### config.mk
export PLATFORM = sky130hd
export DESIGN_NAME = ffra_cell
export DESIGN_NICKNAME = d
export VERILOG_FILES = /design/src/design/ffra_pkg.sv /design/src/design/ffra_cell.sv
export SDC_FILE = /design/constraint.sdc
export NUM_CORES = 1
export LEC_CHECK = 0
export BUFFER_PORTS_ARGS = -buffer_cell sky130_fd_sc_hd__buf_2
export CORE_AREA = 2 2 103 105
export DETAILED_ROUTE_END_ITERATION = 10
export DIE_AREA = 0 0 105 107
export HOLD_SLACK_MARGIN = 0.08
export PLACE_DENSITY = 0.71
export SLEW_MARGIN = 20
export SYNTH_ARGS = -nofsm -noshare
export SYNTH_HDL_FRONTEND = slang
export SYNTH_SLANG_ARGS = --single-unit
### constraint.sdc
create_clock -name aclk -period 13.8 [get_ports aclk]
set_clock_uncertainty 0.15 [all_clocks]
set_input_delay 2.76 -clock aclk [delete_from_list [all_inputs] [get_ports aclk]]
set_output_delay 2.76 -clock aclk [all_outputs]
set_load 0.05 [all_outputs]
### src/design/ffra_pkg.sv
// Shared types and codes of the first-fit range allocator.
// No dependencies; used by ffra_cell and first_fit_range_allocator_core.
`default_nettype none

package ffra_pkg;

    // width of a cell position on the control bus (up to 256 cells)
    localparam int POS_W = 8;

    // request opcodes
    typedef enum logic {
        CMD_ALLOC = 1'b0,
        CMD_FREE  = 1'b1
    } cmd_t;

    // result status codes
    localparam logic [1:0] STATUS_OK   = 2'd0;
    localparam logic [1:0] STATUS_MAX  = 2'd1;
    localparam logic [1:0] STATUS_FULL = 2'd2;

    // configuration register indexes
    localparam logic [1:0] CFG_INITIAL_UNITS  = 2'd0;
    localparam logic [1:0] CFG_GROW_MIN_UNITS = 2'd1;
    localparam logic [1:0] CFG_MAX_UNITS      = 2'd2;

    // reset values
    localparam logic [31:0] RESET_INITIAL_UNITS = 32'd65536;
    localparam logic [31:0] RESET_GROW_MIN      = 32'd65536;
    localparam logic [31:0] RESET_MAX_UNITS     = 32'hFFFF_FFFF;

    typedef struct packed {
        logic        cmd;
        logic [31:0] unit_count;
        logic [31:0] free_offset;
    } req_t;

    typedef struct packed {
        logic [31:0] alloc_offset;
        logic [1:0]  status;
        logic        grew;
        logic [31:0] capacity;
        logic [31:0] free_total;
    } resp_t;

    // one hole [hs, he)
    typedef struct packed {
        logic [31:0] hs;
        logic [31:0] he;
    } hole_t;

    // cell operations
    typedef enum logic [2:0] {
        CELL_HOLD = 3'd0,
        CELL_ROT  = 3'd1,
        CELL_DEL  = 3'd2,
        CELL_INS  = 3'd3,
        CELL_WR   = 3'd4
    } cell_op_t;

    typedef struct packed {
        cell_op_t         op;
        logic [POS_W-1:0] pos;
        hole_t            wdata;
    } cell_ctl_t;

endpackage

`default_nettype wire

### src/design/ffra_cell.sv
// One cell of the hole chain: holds a single hole and trades it with its neighbors.
// Depends on ffra_pkg.
`default_nettype none

module ffra_cell #(
    parameter int IDX = 0
) (
    input  wire                      aclk,
    input  wire ffra_pkg::cell_ctl_t ctl,
    input  wire ffra_pkg::hole_t     right_in,
    input  wire ffra_pkg::hole_t     left_in,
    output ffra_pkg::hole_t          hole_out
);

    localparam logic [ffra_pkg::POS_W-1:0] MY_POS = ffra_pkg::POS_W'(IDX);

    ffra_pkg::hole_t hole_reg;
    ffra_pkg::hole_t hole_next;

    // next content by chain operation
    always_comb begin
        hole_next = hole_reg;
        case (ctl.op)
            ffra_pkg::CELL_ROT: begin
                hole_next = right_in;
            end
            ffra_pkg::CELL_DEL: begin
                if (MY_POS >= ctl.pos) begin
                    hole_next = right_in;
                end
            end
            ffra_pkg::CELL_INS: begin
                if (MY_POS > ctl.pos) begin
                    hole_next = left_in;
                end else if (MY_POS == ctl.pos) begin
                    hole_next = ctl.wdata;
                end
            end
            ffra_pkg::CELL_WR: begin
                if (MY_POS == ctl.pos) begin
                    hole_next = ctl.wdata;
                end
            end
            default: begin
                hole_next = hole_reg;
            end
        endcase
    end

    always_ff @(posedge aclk) begin
        hole_reg <= hole_next;
    end

    assign hole_out = hole_reg;

endmodule

`default_nettype wire

==> summary.md, run 1 <==
| Metric | Value |
|---|---|
| FF+latch count, synth | 64 |
| Overall Global Routing Usage | 19.9% |
| Critical Path Fanout Max | 66 |
| Yosys warnings | 0 |
| GP Congestion | roughly 0.75 |
| H-tree Lvls | 3 |
| Distinct cells, synth | 17 |
| Clock transition at path regs | 0.07 ns |
| Critical path type | in -> reg |
| Post-cts resize count | 0 |
| # fillers | 1007 |
| Cts hold-fix bufs | 0 |
| Mapped Area | ~0.0037 mm^2 |
| Rows | 37 |
| Register-to-register setup slack | 12.70 ns |
| Reg-to-reg startpoint | hole_out[51] |
| First-pass GRT wire length | roughly 18000 um |
| Initial antenna violation count | 0 |
| CTS root buf | clkbuf_8 |
| HP Class | reg -> reg |
| Crit. End Element | register |
| Final Max Tran Viols | 0 |
| Critical path data arrival time | ~4.8 ns |
| CTS max path bufs | 2 |
| Worst slew pin tran | 0.960 ns |
| Design area | 0.00480 mm^2 |
| Avg Cell Area, Syn | 9.67 um^2 |
| Hpwl dp | 7170 um |
| Hold_ws | 0.535 ns |
| Highest routed layer | met4 |
| Via count | 3900 |
| Initial Util | 36.2% |
| Clock Sinks | 64 |
| Die ar. | between 0.01 and 0.015 mm^2 |
| Met2 WL | ~5300 um |
| Min-delay src | hole_out[60] |
| Pwr dens | 109 mW/mm^2 |
| Final setup TNS | 0 ns |
| Leak pwr | 0.00178 uW |
| Worst reg2reg path depth | 2 |
| Syn nets | 582 |
| Num CTS Buffers | 9 |
| Levels on crit path | 5 |
| Nets | 752 |
| Number of max-cap violations | 0 |
| Buf+Inv Stages, Crit Path | 3 |
| Fraction of layout cells with a size suffix above 1 | around two fifths |
| DRT Pass-1 Iters | 5 |
| CTS tree | done |
| CP Cell Sequence | buf_2, nor3b_4, buf_4, o21bai_4, buf_4 |
| Area grow syn2layout | 31.4% |
| # IOs | 268 |
| Pin count of the biggest net entering global routing | 67 |
| Drt total wl | approximately 11000 um |
| Final min period | 4.95 ns |
| Max FFs per register | 64 |
| Drt drc | 0 |
| Final std cells w/o fill | 689 |
| Delay-heaviest family, CP | buffers and inverters |
| Grt ovf | 0 |
| Tcrit/Tclk final | 35.9% |
| Worst-case vdd ir drop | 37.6 uV |
| Starting DRT DRC Count | ~300 |
| Worst slew margin | between 30% and 40% |
| Post-CTS setup buffer count | 0 |
| Final hold vios | 0 |
| Pwr Total | roughly 520 uW |
| Die Ht | between 100 and 150 um |
| DP Area | 0.00461 mm^2 |
| CP max-delay cell | buf_4 |
| Core Region | 0.0101 mm^2 |
| Reg-to-reg critical path endpoint | hole_out[51] |
| Largest stage delay on the critical path | 0.61 ns |
| Post-Synthesis Cells | 378 |
| # setup viols final | 0 |
| Hold Path Depth | 2 |
| Outcome | finished, final reports clean |
| DRT met1 WL | 4850 um |
| Max Fclk | 0.202 GHz |
| Input/output buffers | 203 |
| Required @ worst endpoint | 13.63 ns |
| Clock latency on the worst-skew pair | 0.33 ns |
| Critical path launch point type | input port |
| Inserted Diodes | 0 |
| Vias in the first global route | 3705 |
| Routed WL per cell | 16.7 um |
| CP most frequent cell | buf_4 |
| RSZ-0062 raised after global routing | false |
| DR vias/cell | 5.66 |
| Routed wl met3 | 1090 um |
| Post-route ant nets | 0 |
| Hold path endpoint | hole_out[60] |
| Cells after DPL | 673 |
| Die width | 105 um |
| Sequential fraction of the synthesis area | ~53% |
-- layout by cell type (no fill, tap or decap) --
master	Yosys	routed
and3b_2	0	1
buf_2	15	203
buf_4	1	5
clkinv_2	0	2
a31oi_1	65	65
nor3b_4	0	1
or2_4	0	1
or4_4	0	2
bufinv_16	0	1
o21ai_1	60	60
o21bai_4	0	1
clkinvlp_4	0	2
nand3_1	64	64
nor3_1	64	64
clkbuf_8	0	9
nor4_2	0	2
o21ai_0	4	4
edfxtp_1	64	64
clkinv_1	0	2
-- power breakdown --
group / total [uW] / switching, uW / internal [uW]
clock network: 154 / 72.7 / 81.5
registers: 241 / 6.98 / 234
logic: 130 / 91.1 / 38.6
-- Yosys cell counts --
cell type / n / area [um^2]
o21bai_1: 1 / 7.51
clkbuf_1: 18 / 67.6
or4_1: 2 / 15.0
a31oi_1: 65 / 407
and3b_1: 1 / 8.76
o21ai_1: 60 / 300
nand3_1: 64 / 320
buf_6: 13 / 146
edfxtp_1: 64 / 1920
buf_4: 1 / 7.51
buf_1: 2 / 7.51
nor4_1: 2 / 12.5
nor3_1: 64 / 320
nor3b_2: 1 / 12.5
o21ai_0: 4 / 20.0
buf_2: 15 / 75.1
or2_1: 1 / 6.26
-- layout make-up --
type / count / area [um^2] / area share, %
multi-input cells: 265 / 1470 / 30.6
clock inverters: 7 / 62.6 / 1.30
well taps: 136 / 170 / 3.54
repair buffers: 208 / 1050 / 21.9
flip-flops and latches: 64 / 1920 / 40.0
clock buffers: 9 / 124 / 2.58
-- cells by family (layout without fill, tap and decap cells) --
logic type,count (synthesis),after routing,synth area share [%]
AND/OR/NAND/NOR,135,135,19.0
flip-flops,64,64,52.6
buffers and inverters,49,224,8.32
AO/OA/AOI/OAI,130,130,20.1
-- worst max-delay path by stage --
stage | to | slack [ns] | start
final | hole_out[42] | 8.85 | ctl[72]
after global routing | hole_out[6] | 8.73 | ctl[74]
after CTS | hole_out[6] | 8.86 | ctl[74]
after detailed placement | hole_out[60] | 8.52 | ctl[72]
after global placement | hole_out[25] | 8.43 | ctl[72]
after floorplan | hole_out[0] | 6.80 | ctl[68]
-- routing by layer --
metal  vias to the layer above  track usage, %
met5                         -               0
met4                         0            8.57
met3                        26            4.32
met2                       227            32.2
met1                      1818            25.6
li1                       1829               -
-- tightest hold or removal path: cells and delay by family, from the launching register on --
| family | cells | cell delay (ns) |
|---|---|---|
| DFF | 1 | 0.35 |
| AOI/OAI and AO/OA | 2 | 0.22 |
-- metrics by stage --
step	utilization (%)	worst slack (ns)
after detailed placement	45.7	8.52
final	47.6	8.85
after global routing	47.6	8.73
after global placement	45.7	8.43
after CTS	47.6	8.86
after floorplan	-	6.80
No activity file was read; power rests on OpenSTA's default activity.
==> run 2, diff against run 1 <==
- PLACE_DENSITY: 0.71 -> 0.74
- clock period: 13.8 -> 4.2 ns (I/O delays scaled with it)
==> run 2 against run 1 <==
  * Combinational power increased to 3.3 times the previous value
  * Die area unchanged
  * Wire length increased by 2.5%
  * Hold slack got worse by 0.0092 ns
  * Design area increased by 0.36%
  * Total power increased to 3.3 times the previous value
  * Utilization increased by 0.17 points
==> summary.md, run 2 (synthesized netlist as in run 1, its figures left out) <==
| Metric | Value |
|---|---|
| Tcrit/Tclk final | 63.1% |
| Critical path launch point type | input port |
| Starting DRT DRC Count | 338 (+11%) |
| Commonest non-fill, non-tap cell in the layout | buf_2 |
| Worst slew margin | 43.9% (+8.1 points) |
| Final hold vios | 0 (unchanged) |
| Area grow syn2layout | 31.9% |
| Vias in the first global route | 3823 (+3.2%) |
| H-tree Lvls | 3 (unchanged) |
| Overall Global Routing Usage | 20.2% (+0.36 points) |
| Hpwl dp | 7440 um (+3.7%) |
| Most frequent cells in the layout | buf_2, a31oi_1, nand3_1, nor3_1, edfxtp_1 |
| HP Class | reg -> reg |
| Critical Path Fanout Max | 33 (-50%) |
| Outcome | finished, final reports clean |
| Worst-case vdd ir drop | 123 uV (+230%) |
| Die Ht | 107 um (unchanged) |
| Die width | 105 um (unchanged) |
| CTS root buf | clkbuf_8 |
| # fillers | 1014 (+0.70%) |
| Pwr dens | 358 mW/mm^2 (+230%) |
| Cts hold-fix bufs | 0 (unchanged) |
| DRT Pass-1 Iters | 5 (unchanged) |
| Inserted Diodes | 0 (unchanged) |
| First-pass GRT wire length | 18200 um (+1.0%) |
| Post-cts resize count | 0 (unchanged) |
| Worst slew pin tran | 0.841 ns (-0.118 ns) |
| CTS max path bufs | 2 (unchanged) |
| DR vias/cell | 5.72 (+0.99%) |
| Min-delay src | hole_out[55] |
| Hold Path Depth | 2 (unchanged) |
| Initial antenna violation count | 0 (unchanged) |
| Number of max-cap violations | 0 (unchanged) |
| # IOs | 268 (unchanged) |
| Input/output buffers | 203 (unchanged) |
| Crit. End Element | register |
| Drt total wl | 11800 um (+2.5%) |
| Max FFs per register | 64 (unchanged) |
| Fraction of layout cells with a size suffix above 1 | 41.4% (-0.15 points) |
| Grt ovf | 0 (unchanged) |
| GP Congestion | 0.785 (+4.4%) |
| Critical path data arrival time | 2.58 ns (-2.20 ns) |
| Fin util | 47.8% (+0.17 points) |
| Routed WL per cell | 17.0 um (+2.2%) |
| Worst reg2reg path depth | 2 (unchanged) |
| Drt drc | 0 (unchanged) |
| Clock Sinks | 64 (unchanged) |
| Leak pwr | 0.00179 uW (+0.93%) |
| Final setup TNS | 0 ns (unchanged) |
| CTS tree | done |
| Initial Util | 36.2% (unchanged) |
| Hold path endpoint | hole_out[55] |
| Critical path type | in -> reg |
| Core Region | 0.0101 mm^2 (unchanged) |
| Die ar. | 0.0112 mm^2 (unchanged) |
| Max Fclk | between 0.3 and 0.4 GHz |
| Register-to-register setup slack | 3.16 ns (-9.54 ns) |
| Reg-to-reg critical path endpoint | hole_out[6] |
| Post-route ant nets | 0 (unchanged) |
| Rows | 37 (unchanged) |
| Final Max Tran Viols | 0 (unchanged) |
| Reg-to-reg startpoint | hole_out[6] |
| Nets | 754 (+0.27%) |
| Final min period | between 2 and 3 ns |
| Required @ worst endpoint | 4.13 ns (-9.50 ns) |
| Via count | 3950 (+1.3%) |
| RSZ-0062 raised after global routing | false |
| Num CTS Buffers | 9 (unchanged) |
| Clock transition at path regs | 0.07 ns (about the same) |
| # setup viols final | 0 (unchanged) |
| Pin count of the biggest net entering global routing | 65 (-3.0%) |
| Post-CTS setup buffer count | 0 (unchanged) |
| Clock latency on the worst-skew pair | 0.34 ns (about the same) |
## run 2: where the power goes
group	internal [uW]	switching [uW]	leakage, uW
clock network	269	236	0.0000922
logic	129	299	0.00110
registers	768	22.5	0.000605
total	1170	558	0.00179
## run 2: layout make-up
| cell class | instances | area (um^2) | area share (%) |
|---|---|---|---|
| Sequential cell | 64 | 1920 | 39.9 |
| Clock inverter | 5 | 47.5 | 0.986 |
| Tap cell | 136 | 170 | 3.53 |
| Timing Repair Buffer | 210 | 1080 | 22.4 |
| Clock buffer | 11 | 131 | 2.73 |
| Multi-Input combinational cell | 265 | 1470 | 30.5 |
## run 2: routing by layer
| metal | wire (um) | vias up | track usage (%) |
|---|---|---|---|
| li1 | - | 1835 | - |
| met1 | 4870 | 1877 | 23.9 |
| met2 | 5790 | 215 | 35.8 |
| met3 | 870 | 23 | 3.34 |
| met4 | 242 | 0 | 9.71 |
| met5 | 0 | - | 0 |
## run 2: critical path, stage by stage
cell and delay, ns:
buf_2 0.13, nor3b_4 0.20, buf_4 0.38, or2_2 0.62, buf_12 0.27, a31oi_1 0.11
## run 2: per-stage QoR
stage	std cells	setup slack, ns	area, um^2	power (uW)	hold slack [ns]
after floorplan	378	0.472	3660	1090	0.838
after global placement	675	1.10	4640	1220	0.495
after detailed placement	675	1.11	4640	1230	0.499
after CTS	691	1.46	4820	1740	0.523
after global routing	691	1.50	4820	1790	0.562
final	691	1.55	4820	1720	0.525
## run 2: worst max-delay path by stage
stage / slack [ns] / from / cells after the start / end
after floorplan: 0.47 / ctl[68] / 4 / hole_out[0]
after global placement: 1.10 / ctl[64] / 4 / hole_out[6]
final: 1.55 / ctl[72] / 6 / hole_out[40]
after CTS: 1.46 / ctl[68] / 4 / hole_out[6]
after global routing: 1.50 / ctl[72] / 6 / hole_out[3]
after detailed placement: 1.11 / ctl[68] / 4 / hole_out[6]
==> run 3, diff against run 2 <==
- CORE_AREA: 2 2 103 105 -> 2 2 104 106
- DIE_AREA: 0 0 105 107 -> 0 0 106 108
- PLACE_DENSITY: 0.74 -> 0.7
- clock period: 4.2 -> 2.6 ns (I/O delays scaled with it)
==> run 3 against run 2 <==
  * Sequential power up 62%
  * Sequential share of layout area down 0.67 points
  * Final cell count up 0.72%
  * Register-to-register slack worse by 1.6 ns
  * Hold slack worse by 0.14 ns
  * First-iteration DRC count down 5.9%
  * Combinational power up 66%
  * Highest routed layer unchanged
  * Critical path type unchanged
  * Critical path depth down 1
==> summary.md, run 3 (synthesized netlist as in run 1, its figures left out) <==
| Metric | Value |
|---|---|
| Hold_ws | 0.389 ns (-0.137 ns) |
| Pint | 1790 uW (+54%) |
| RSZ-0062 raised after global routing | false |
| HP Class | in -> reg |
| Largest stage delay on the critical path | 0.52 ns (-0.10 ns) |
| Critical Path Fanout Max | 44 (+33%) |
| Initial Util | 35.7% (-0.49 points) |
| Die width | 106 um (+0.95%) |
| Register area | 0.00192 mm^2 (unchanged) |
| DRT Pass-1 Iters | 5 (unchanged) |
| DP Area | 0.00476 mm^2 (+2.6%) |
| Most frequent cells in the layout | buf_2, nand3_1, nor3_1, a31oi_1, edfxtp_1 |
| Rows | 37 (unchanged) |
| H-tree Lvls | 3 (unchanged) |
| Clock latency on the worst-skew pair | 0.33 ns (about the same) |
| Reg-to-reg critical path endpoint | hole_out[0] |
| Critical path type | in -> reg |
| GP Congestion | 0.795 (+1.3%) |
| Commonest non-fill, non-tap cell in the layout | buf_2 |
| Via count | 3872 (-2.0%) |
| Reg-to-reg startpoint | hole_out[0] |
| Critical path data arrival time | 2.00 ns (-0.58 ns) |
| Inserted Diodes | 0 (unchanged) |
| Pwr dens | 543 mW/mm^2 (+52%) |
| Overall Global Routing Usage | 19.6% (-0.62 points) |
| Core Region | 0.0102 mm^2 (+1.4%) |
| Post-CTS setup buffer count | 0 (unchanged) |
| Nets | 761 (+0.93%) |
| Final min period | 2.00 ns |
| CTS root buf | clkbuf_8 |
| Die Ht | 108 um (+0.93%) |
| Num CTS Buffers | 9 (unchanged) |
| Grt ovf | 0 (unchanged) |
| Cells after DPL | 682 (+1.0%) |
| Hold Path Depth | 3 (+1) |
| Number of max-cap violations | 0 (unchanged) |
| Tcrit/Tclk final | 76.8% |
| Max Fclk | 0.501 GHz |
| DRT met1 WL | 5030 um (+3.3%) |
| Sequential share of power | 48.0% (+2.1 points) |
| Post-route ant nets | 0 (unchanged) |
| Critical path launch point type | input port |
| Worst slew pin tran | 0.497 ns (-0.344 ns) |
| # IOs | 268 (unchanged) |
| Routed wl met3 | 941 um (+8.2%) |
| Worst reg2reg path depth | 2 (unchanged) |
| Routed WL per cell | 16.6 um (-2.8%) |
| Hpwl dp | 7920 um (+6.5%) |
| Met2 WL | 5350 um (-7.6%) |
| CTS tree | done |
| # setup viols final | 0 (unchanged) |
| Logic pwr share | 26.6% (+1.8 points) |
| DR vias/cell | 5.56 (-2.7%) |
| Starting DRT DRC Count | 318 (-5.9%) |
| CP max-delay cell | and3b_2 |
| Worst slew margin | 66.9% (+23 points) |
| CTS max path bufs | 2 (unchanged) |
| Hold path endpoint | hole_out[29] |
| Drt drc | 0 (unchanged) |
| Design area | 0.00490 mm^2 (+1.7%) |
| Combined area of the multi-input logic cells | 0.00150 mm^2 (+1.9%) |
| Min-delay src | right_in[29] |
| Register-to-register setup slack | 1.57 ns (-1.59 ns) |
| Pin count of the biggest net entering global routing | 65 (unchanged) |
| Fin util | 47.9% (+0.16 points) |
| Net Sw Frac | 32.7% (+0.30 points) |
| Worst-case vdd ir drop | 230 uV (+87%) |
| CP Cell Sequence | buf_2, and3b_2, buf_4, nor3_1, a31oi_1 |
| Required @ worst endpoint | 2.61 ns (-1.52 ns) |
| Final std cells w/o fill | 696 (+0.72%) |
| # fillers | 986 (-2.8%) |
| First-pass GRT wire length | 17800 um (-2.3%) |
| Area grow syn2layout | 34.1% |
| Final hold vios | 0 (unchanged) |
| Initial antenna violation count | 0 (unchanged) |
| Max FFs per register | 64 (unchanged) |
| Input/output buffers | 203 (unchanged) |
| Clock transition at path regs | 0.07 ns (about the same) |
| Clock power frac | 25.4% (-3.9 points) |
| Post-cts resize count | 0 (unchanged) |
| Clock Sinks | 64 (unchanged) |
| Fraction of layout cells with a size suffix above 1 | 42.1% (+0.70 points) |
| Crit. End Element | register |
| P_sw | 870 uW (+56%) |
| Highest routed layer | met4 |
| Drt total wl | 11500 um (-2.1%) |
| Vias in the first global route | 3617 (-5.4%) |
| Die ar. | 0.0114 mm^2 (+1.9%) |
| Final Max Tran Viols | 0 (unchanged) |
| Outcome | finished, final reports clean |
| Cts hold-fix bufs | 0 (unchanged) |
| Leak pwr | 0.00183 uW (+1.9%) |
run 3: worst max path at each step:
| stage | from | endpoint | slack (ns) | cells after the start |
|---|---|---|---|---|
| CTS | ctl[74] | hole_out[38] | 0.62 | 5 |
| global placement | ctl[68] | hole_out[6] | 0.29 | 5 |
| detailed placement | ctl[74] | hole_out[38] | 0.27 | 5 |
| global route | ctl[74] | hole_out[13] | 0.49 | 5 |
| finish | ctl[74] | hole_out[0] | 0.60 | 5 |
| floorplan | ctl[68] | hole_out[0] | -0.05 | 4 |
run 3: metrics by stage:
stage	setup slack, ns	setup TNS [ns]	total power [uW]
6_report	0.604	0	2660
2_1_floorplan	-0.0474	-3.04	1770
3_3_place_gp	0.294	0	1990
4_1_cts	0.620	0	2700
3_5_place_dp	0.269	0	2010
5_1_grt	0.490	0	2790
run 3: routing by layer:
metal	global-route usage (%)	vias up
met4	7.42	0
met3	3.74	17
met1	25.7	1791
met2	32.4	214
li1	-	1850
met5	0	-
run 3: power by group through the flow:
stage / clock network [uW] / registers, uW / logic (uW)
after global placement: 0 / 1300 / 698
after CTS: 707 / 1280 / 712
after detailed placement: 0 / 1300 / 712
after global routing: 746 / 1290 / 758
final: 676 / 1280 / 709
after floorplan: 0 / 1550 / 218
run 3: worst max-delay path: cells and delay by family:
| kind | cells | cell delay [ns] |
|---|---|---|
| buf+inv | 2 | 0.65 |
| compound gates | 1 | 0.20 |
| simple gates | 2 | 0.62 |
run 3: area by class of cell:
cell class / instances / area share, %
clock buffers: 12 / 2.76
clock inverters: 2 / 0.179
multi-input cells: 265 / 30.5
flip-flops and latches: 64 / 39.2
well taps: 136 / 3.47
repair buffers: 217 / 23.9
